## src/rtl/ogs_pkg.sv

```systemverilog
// ----------------------------------------------------------------------------
// ogs_pkg
// Shared constants, types and helpers of the glyph segmenter.
// ----------------------------------------------------------------------------
package ogs_pkg;

    localparam int MAX_WIDTH   = 256;
    localparam int MAX_HEIGHT  = 256;
    localparam int GLYPH_SIZE  = 8;
    localparam int DIM_W       = 9;
    localparam int COORD_W     = 8;
    localparam int ADDR_W      = 16;
    localparam int CELL_W      = 3;
    localparam int GLYPH_BITS  = GLYPH_SIZE * GLYPH_SIZE;
    localparam int STEP_W      = 12;

    localparam logic REG_IMAGE_WIDTH  = 1'b0;
    localparam logic REG_IMAGE_HEIGHT = 1'b1;

    localparam logic OP_LOAD  = 1'b0;
    localparam logic OP_FETCH = 1'b1;

    typedef struct packed {
        logic                  found;
        logic [COORD_W-1:0]    line_top;
        logic [COORD_W-1:0]    line_bottom;
        logic [COORD_W-1:0]    char_left;
        logic [COORD_W-1:0]    char_right;
        logic [DIM_W-1:0]      char_number;
        logic [GLYPH_BITS-1:0] glyph;
    } ogs_result_t;

    typedef struct packed {
        logic [3:0]       quot;
        logic [DIM_W-1:0] rem;
    } ogs_step_t;

    // Advances a cell index by one pixel: adds the glyph size to the
    // remainder and divides by the box size with a short restoring division.
    function automatic ogs_step_t ogs_cell_step(logic [DIM_W-1:0] rem,
                                                logic [DIM_W-1:0] size);
        logic [STEP_W-1:0] v;
        logic [STEP_W-1:0] d;
        logic [3:0]        q;
        ogs_step_t         s;
        v = STEP_W'(rem) + STEP_W'(GLYPH_SIZE);
        q = '0;
        for (int b = 3; b >= 0; b--)
        begin
            d = STEP_W'(size) << b;
            if (v >= d)
            begin
                v    = v - d;
                q[b] = 1'b1;
            end
        end
        s.quot = q;
        s.rem  = v[DIM_W-1:0];
        return s;
    endfunction

endpackage

```

## src/rtl/ogs_scanner.sv

```systemverilog
// ----------------------------------------------------------------------------
// ogs_scanner
// Row, column and glyph walk over the pixel store for one fetch.
// ----------------------------------------------------------------------------
module ogs_scanner (
    input  logic                        clk,
    input  logic                        rst_n,
    input  logic                        start,
    input  logic [ogs_pkg::DIM_W-1:0]   width,
    input  logic [ogs_pkg::DIM_W-1:0]   height,
    output logic                        busy,
    output logic [ogs_pkg::ADDR_W-1:0]  rd_addr,
    input  logic                        rd_bit,
    output logic                        res_valid,
    input  logic                        res_ready,
    output ogs_pkg::ogs_result_t        res
);
    import ogs_pkg::*;

    typedef enum logic [3:0] {
        S_IDLE, S_ROW_START, S_ROW_RD, S_ROW_CHK, S_COL_START,
        S_COL_RD, S_COL_CHK, S_GLY_RD, S_GLY_CHK, S_EMIT
    } state_t;

    typedef enum logic [1:0] {
        PH_ROWS, PH_COLS, PH_DONE
    } phase_t;

    state_t             state_reg, state_next;
    phase_t             phase_reg, phase_next;
    logic [DIM_W-1:0]   scan_row_reg, scan_row_next;
    logic [DIM_W-1:0]   scan_col_reg, scan_col_next;
    logic               row_ink_reg, row_ink_next;
    logic               col_ink_reg, col_ink_next;
    logic [COORD_W-1:0] top_reg, top_next;
    logic [COORD_W-1:0] left_reg, left_next;
    logic [COORD_W-1:0] right_reg, right_next;
    logic [DIM_W-1:0]   count_reg, count_next;
    logic [DIM_W-1:0]   cur_x_reg, cur_x_next;
    logic [DIM_W-1:0]   cur_y_reg, cur_y_next;
    logic [CELL_W-1:0]  cx_reg, cx_next;
    logic [CELL_W-1:0]  cy_reg, cy_next;
    logic [DIM_W-1:0]   remx_reg, remx_next;
    logic [DIM_W-1:0]   remy_reg, remy_next;
    logic [GLYPH_BITS-1:0] glyph_reg, glyph_next;
    ogs_result_t        res_reg, res_next;

    logic [DIM_W-1:0]   bottom;
    logic [DIM_W-1:0]   box_w;
    logic [DIM_W-1:0]   box_h;
    logic [COORD_W-1:0] addr_x;
    logic [COORD_W-1:0] addr_y;
    logic [ADDR_W:0]    addr_full;
    logic [GLYPH_BITS-1:0] glyph_hit;
    ogs_step_t          step_x;
    ogs_step_t          step_y;
    ogs_result_t        res_none;

    assign bottom   = (scan_row_reg >= DIM_W'(2)) ? scan_row_reg - DIM_W'(2) : '0;
    assign box_w    = DIM_W'(right_reg) - DIM_W'(left_reg);
    assign box_h    = bottom - DIM_W'(top_reg);
    assign step_x   = ogs_cell_step(remx_reg, box_w);
    assign step_y   = ogs_cell_step(remy_reg, box_h);
    assign res_none = '0;

    always_comb
    begin
        case (state_reg)
            S_ROW_RD:
            begin
                addr_x = cur_x_reg[COORD_W-1:0];
                addr_y = scan_row_reg[COORD_W-1:0];
            end
            S_COL_RD:
            begin
                addr_x = scan_col_reg[COORD_W-1:0];
                addr_y = cur_y_reg[COORD_W-1:0];
            end
            default:
            begin
                addr_x = cur_x_reg[COORD_W-1:0];
                addr_y = cur_y_reg[COORD_W-1:0];
            end
        endcase
        addr_full = (ADDR_W+1)'(addr_y * width) + (ADDR_W+1)'(addr_x);
    end

    assign rd_addr   = addr_full[ADDR_W-1:0];
    assign glyph_hit = glyph_reg | (GLYPH_BITS'(rd_bit) << {cy_reg, cx_reg});

    always_comb
    begin
        state_next    = state_reg;
        phase_next    = phase_reg;
        scan_row_next = scan_row_reg;
        scan_col_next = scan_col_reg;
        row_ink_next  = row_ink_reg;
        col_ink_next  = col_ink_reg;
        top_next      = top_reg;
        left_next     = left_reg;
        right_next    = right_reg;
        count_next    = count_reg;
        cur_x_next    = cur_x_reg;
        cur_y_next    = cur_y_reg;
        cx_next       = cx_reg;
        cy_next       = cy_reg;
        remx_next     = remx_reg;
        remy_next     = remy_reg;
        glyph_next    = glyph_reg;
        res_next      = res_reg;
        case (state_reg)
            S_IDLE:
            begin
                if (start)
                begin
                    case (phase_reg)
                        PH_ROWS:
                        begin
                            state_next = S_ROW_START;
                        end
                        PH_COLS:
                        begin
                            state_next = S_COL_START;
                        end
                        default:
                        begin
                            res_next   = res_none;
                            state_next = S_EMIT;
                        end
                    endcase
                end
            end
            S_ROW_START:
            begin
                if (scan_row_reg >= height)
                begin
                    phase_next = PH_DONE;
                    res_next   = res_none;
                    state_next = S_EMIT;
                end
                else
                begin
                    cur_x_next = '0;
                    state_next = S_ROW_RD;
                end
            end
            S_ROW_RD:
            begin
                state_next = S_ROW_CHK;
            end
            S_ROW_CHK:
            begin
                if (!rd_bit && (cur_x_reg + DIM_W'(1) < width))
                begin
                    cur_x_next = cur_x_reg + DIM_W'(1);
                    state_next = S_ROW_RD;
                end
                else
                begin
                    scan_row_next = scan_row_reg + DIM_W'(1);
                    if (rd_bit && !row_ink_reg)
                    begin
                        top_next = scan_row_reg[COORD_W-1:0];
                    end
                    if (!rd_bit && row_ink_reg)
                    begin
                        row_ink_next  = 1'b0;
                        phase_next    = PH_COLS;
                        scan_col_next = '0;
                        col_ink_next  = 1'b0;
                        count_next    = '0;
                        state_next    = S_COL_START;
                    end
                    else
                    begin
                        row_ink_next = rd_bit;
                        state_next   = S_ROW_START;
                    end
                end
            end
            S_COL_START:
            begin
                if ((scan_col_reg >= width) || (DIM_W'(top_reg) >= bottom))
                begin
                    phase_next = PH_ROWS;
                    state_next = S_ROW_START;
                end
                else
                begin
                    cur_y_next = DIM_W'(top_reg);
                    state_next = S_COL_RD;
                end
            end
            S_COL_RD:
            begin
                state_next = S_COL_CHK;
            end
            S_COL_CHK:
            begin
                if (!rd_bit && (cur_y_reg + DIM_W'(1) < bottom))
                begin
                    cur_y_next = cur_y_reg + DIM_W'(1);
                    state_next = S_COL_RD;
                end
                else
                begin
                    scan_col_next = scan_col_reg + DIM_W'(1);
                    if (rd_bit && !col_ink_reg)
                    begin
                        left_next = scan_col_reg[COORD_W-1:0];
                    end
                    if (!rd_bit && col_ink_reg)
                    begin
                        col_ink_next = 1'b0;
                        count_next   = count_reg + DIM_W'(1);
                        right_next   = scan_col_reg[COORD_W-1:0];
                        cur_x_next   = DIM_W'(left_reg);
                        cur_y_next   = DIM_W'(top_reg);
                        cx_next      = '0;
                        cy_next      = '0;
                        remx_next    = '0;
                        remy_next    = '0;
                        glyph_next   = '0;
                        state_next   = S_GLY_RD;
                    end
                    else
                    begin
                        col_ink_next = rd_bit;
                        state_next   = S_COL_START;
                    end
                end
            end
            S_GLY_RD:
            begin
                state_next = S_GLY_CHK;
            end
            S_GLY_CHK:
            begin
                glyph_next = glyph_hit;
                if (cur_x_reg + DIM_W'(1) >= DIM_W'(right_reg))
                begin
                    cur_x_next = DIM_W'(left_reg);
                    cx_next    = '0;
                    remx_next  = '0;
                    if (cur_y_reg + DIM_W'(1) >= bottom)
                    begin
                        res_next.found       = 1'b1;
                        res_next.line_top    = top_reg;
                        res_next.line_bottom = bottom[COORD_W-1:0];
                        res_next.char_left   = left_reg;
                        res_next.char_right  = right_reg;
                        res_next.char_number = count_reg;
                        res_next.glyph       = glyph_hit;
                        state_next           = S_EMIT;
                    end
                    else
                    begin
                        cur_y_next = cur_y_reg + DIM_W'(1);
                        cy_next    = CELL_W'(4'(cy_reg) + step_y.quot);
                        remy_next  = step_y.rem;
                        state_next = S_GLY_RD;
                    end
                end
                else
                begin
                    cur_x_next = cur_x_reg + DIM_W'(1);
                    cx_next    = CELL_W'(4'(cx_reg) + step_x.quot);
                    remx_next  = step_x.rem;
                    state_next = S_GLY_RD;
                end
            end
            S_EMIT:
            begin
                if (res_ready)
                begin
                    state_next = S_IDLE;
                end
            end
            default:
            begin
                state_next = S_IDLE;
            end
        endcase
    end

    always_ff @(posedge clk or negedge rst_n)
    begin
        if (!rst_n)
        begin
            state_reg    <= S_IDLE;
            phase_reg    <= PH_ROWS;
            scan_row_reg <= '0;
            scan_col_reg <= '0;
            row_ink_reg  <= 1'b0;
            col_ink_reg  <= 1'b0;
            top_reg      <= '0;
            left_reg     <= '0;
            count_reg    <= '0;
        end
        else
        begin
            state_reg    <= state_next;
            phase_reg    <= phase_next;
            scan_row_reg <= scan_row_next;
            scan_col_reg <= scan_col_next;
            row_ink_reg  <= row_ink_next;
            col_ink_reg  <= col_ink_next;
            top_reg      <= top_next;
            left_reg     <= left_next;
            count_reg    <= count_next;
        end
    end

    always_ff @(posedge clk)
    begin
        right_reg <= right_next;
        cur_x_reg <= cur_x_next;
        cur_y_reg <= cur_y_next;
        cx_reg    <= cx_next;
        cy_reg    <= cy_next;
        remx_reg  <= remx_next;
        remy_reg  <= remy_next;
        glyph_reg <= glyph_next;
        res_reg   <= res_next;
    end

    assign busy      = (state_reg != S_IDLE);
    assign res_valid = (state_reg == S_EMIT);
    assign res       = res_reg;

endmodule

```

## config.mk

```make
export PLATFORM = sky130hd
export DESIGN_NAME = ogs_scanner
export DESIGN_NICKNAME = d
export VERILOG_FILES = /design/src/rtl/ogs_pkg.sv /design/src/rtl/ogs_scanner.sv
export SDC_FILE = /design/constraint.sdc
export NUM_CORES = 1
export LEC_CHECK = 0
export BUFFER_PORTS_ARGS = -buffer_cell sky130_fd_sc_hd__buf_2
export CAP_MARGIN = 0
export CORE_MARGIN = 2
export CORE_UTILIZATION = 60
export CTS_BUF_LIST = sky130_fd_sc_hd__clkbuf_8 sky130_fd_sc_hd__clkbuf_16
export DETAILED_ROUTE_END_ITERATION = 8
export PLACE_DENSITY = 0.8
export SKIP_CTS_REPAIR_TIMING = 1
export SLEW_MARGIN = 20
export SYNTH_ARGS = -nofsm -noshare
export SYNTH_HDL_FRONTEND = slang
export SYNTH_SLANG_ARGS = --single-unit
```

## constraint.sdc

```tcl
create_clock -name clk -period 32.7 [get_ports clk]
set_input_delay 6.54 -clock clk [delete_from_list [all_inputs] [get_ports clk]]
set_output_delay 6.54 -clock clk [all_outputs]
set_load 0.05 [all_outputs]
```

==> summary.md <==
| Metric | Value |
|---|---|
| Clock Sinks | 271 |
| Yosys cell types | 87 |
| GR Overflow Total | 0 |
| CP Max Fanout | 6 |
| Worst-margin pin slew | 1.014 ns |
| Wire per inst | 17.97 um |
| Core Region | 32290 um2 |
| Synthesized area per cell | 9.964 um2 |
| Max reg flops | 106 |
| Fillers | 2487 |
| CTS tree | yes |
| Die Area | 33960 um2 |
| Met3 layer usage reported by global route | 0.03181 |
| Initial antenna violation count | 0 |
| Clock Tree Buf Depth | 3 |
| Area occupied by multi-input gates | 10740 um2 |
| Mapped cell area | 19500 um2 |
| Vias/cell | 5.903 |
| FF+latch area | 7883 um2 |
| Setup Viol. Count Final | 0 |
| M1 GR Usage | 0.3734 |
| Root Driver | clkbuf_16 |
| Critical path required time | 26.16 ns |
| Hold WC Path Type | flip-flop to flip-flop |
| Post-synthesis sequential area ratio | 0.4042 |
| H-Tree Depth | 1 |
| Nets | 2349 |
| Drt drc | 0 |
| EDFF count, synth | 220 |
| Asr flop ratio synth | 0.1882 |
| Chip Height | 184.3 um |
| Predominant post-synthesis flop cell | edfxtp_1 |
| Syn. warnings | 0 |
| Worst skew pair latency | 0.57 ns |
| Row count | 66 |
| Top cells by area, synth | edfxtp_1 (34%), ha_1 (11%), dfrtp_1 (6.5%) |
| Vias in the first global route | 14668 |
| Reg clk slew, reported paths | 0.06 ns |
| Drt total wl | 46050 um |
| Tcrit/Tclk final | 0.5449 |
| Total CTS buffers | 29 |
| Drt first pass iters | 6 |
| Max Freq | 56.13 MHz |
| Setup CP Type | input pin to primary output |
| Status | complete, no violations |
| PortBufs | 146 |
| Largest net degree at the start of global routing | 91 |
| DP HPWL | 35100 um |
| Initial core utilization | 0.6039 |
| Dominant cell type by area after synthesis | edfxtp_1 |
| Max-cap viol count | 0 |
| RSZ-0062 raised after global routing | no |
| Die W | 184.3 um |
| Slew Viols, Final | 0 |
| Relative slew slack | 0.3195 |
| Aggregate global-route resource usage | 0.2724 |
| Grt met2 use | 0.4622 |
| CP endpoint kind | primary output |
| Drt first-iter violations | 1329 |
| GRT Max-Usage Layer | met2 |
| FF+latch count, synth | 271 |
| I/O pins | 147 |
| Pre-CTS setup slack | 14.85 ns |
| Yosys top cell area share | 0.3388 |
| Final WS setup | 14.88 ns |
| Fin. Hold Viols | 0 |
| Syn nets | 2210 |
| First-pass GRT wire length | 74070 um |
| Antenna Violating Nets Remaining | 0 |
| GPL Wtd Cong | 0.9384 |
| Crit start category | input pin |
| DR vias | 15123 |
| Syn Inst Count | 1957 |
| Setup TNS | 0 ns |
| Layout cell share with drive strength beyond 1 | 0.1293 |
| Crit path DAT | 11.28 ns |
| Min cycle time layout | 17.82 ns |
| Post-layout util | 0.6702 |
| Clock skew | 0.01995 ns |
| Area growth syn-to-layout | 10.97% |
cell type report:
type                    count  area share
clock buffers              29     0.03354
repair buffers            160     0.03880
diodes                      1   0.0001156
flip-flops and latches    271      0.3643
well taps                 442     0.02556
inverters                 181     0.03140
multi-input cells        1453      0.4964
clock inverters            25    0.009887
worst max-delay path, stage by stage:
cell,delay [ns]
buf_2,0.14
inv_1,0.16
nor2_1,0.10
fa_1,0.43
inv_1,0.10
fa_1,0.42
fa_1,0.50
fa_1,0.56
inv_1,0.05
ha_1,0.30
inv_1,0.05
o21ai_0,0.28
a21oi_1,0.11
o21ai_0,0.26
a21oi_1,0.12
o21ai_0,0.25
a21oi_1,0.11
nor2_1,0.14
o21ai_0,0.09
nand2b_1,0.07
a21oi_1,0.07
xnor2_1,0.13
buf_2,0.28
final timing paths:
| kind | from | end | slack, ns | cells past startpoint |
|---|---|---|---|---|
| min reg2reg | top_reg[2] | top_reg[2] | 0.49 | 2 |
| max | width[1] | rd_addr[15] | 14.88 | 23 |
| min | top_reg[2] | top_reg[2] | 0.49 | 2 |
| max in group asynchronous | rst_n | count_reg[3] | 26.05 | 2 |
| min in group asynchronous | rst_n | scan_col_reg[1] | 6.11 | 2 |
| max reg2reg | scan_row_reg[1] | cy_reg[2] | 18.38 | 52 |
cell usage in the layout (no fill, tap or decap), types with 47 or more instances in the layout:
cell type	n
a21oi_1	141
buf_2	146
dfrtp_1	51
edfxtp_1	220
fa_1	61
ha_1	169
inv_1	185
nand2_1	168
nor2_1	220
o21ai_0	85
xnor2_1	78
xor2_1	47
cells by family after synthesis:
logic type | count (synthesis) | share of synthesized area
AOI/OAI and AO/OA | 398 | 0.1295
xor gates and xnor gates | 127 | 0.05845
DFF | 271 | 0.4042
adders and majority gates | 234 | 0.1731
muxes | 63 | 0.03465
buffers and inverters | 233 | 0.04626
and+or+nand+nor | 631 | 0.1538
metrics by stage:
stage / cells / cell area [um2] / hold WS (ns)
2_1_floorplan: 1957 / 19500 / 0.4487
3_3_place_gp: 2507 / 20690 / 0.4679
3_5_place_dp: 2507 / 20690 / 0.4781
4_1_cts: 2561 / 21630 / 0.4913
5_1_grt: 2561 / 21640 / 0.5070
6_report: 2562 / 21640 / 0.4938
per-layer routing:
| layer | up-vias | part of all wire |
|---|---|---|
| met3 | 91 | 0.075 |
| li1 | 7179 | - |
| met2 | 613 | 0.48 |
| met4 | 0 | 0.023 |
| met5 | - | 0 |
| met1 | 7240 | 0.42 |
cells in the mapped netlist (all sizes together) (4+ instances only):
cell type / n
a21boi: 9
or2: 9
o211ai: 12
nand3: 28
xnor2: 78
or3: 13
nor4: 11
nor2b: 28
dfrtp: 51
o21ai: 92
o21bai: 9
ha: 169
and2: 35
mux2i: 27
nand2: 170
o31ai: 15
fa: 61
nand4: 23
o311ai: 4
xor2: 47
a31o: 4
nor3: 26
a31oi: 8
a211oi: 10
and3: 14
o21a: 23
buf: 7
nor3b: 4
a2111oi: 5
a21o: 30
mux2: 36
inv: 181
a211o: 4
nand2b: 36
maj3: 4
a311oi: 6
a21oi: 143
nor2: 220
clkbuf: 45
edfxtp: 220
Power is left out: the tool's default activity adds up to more than one toggle a clock period on the data nets, which glitch-free logic cannot reach.
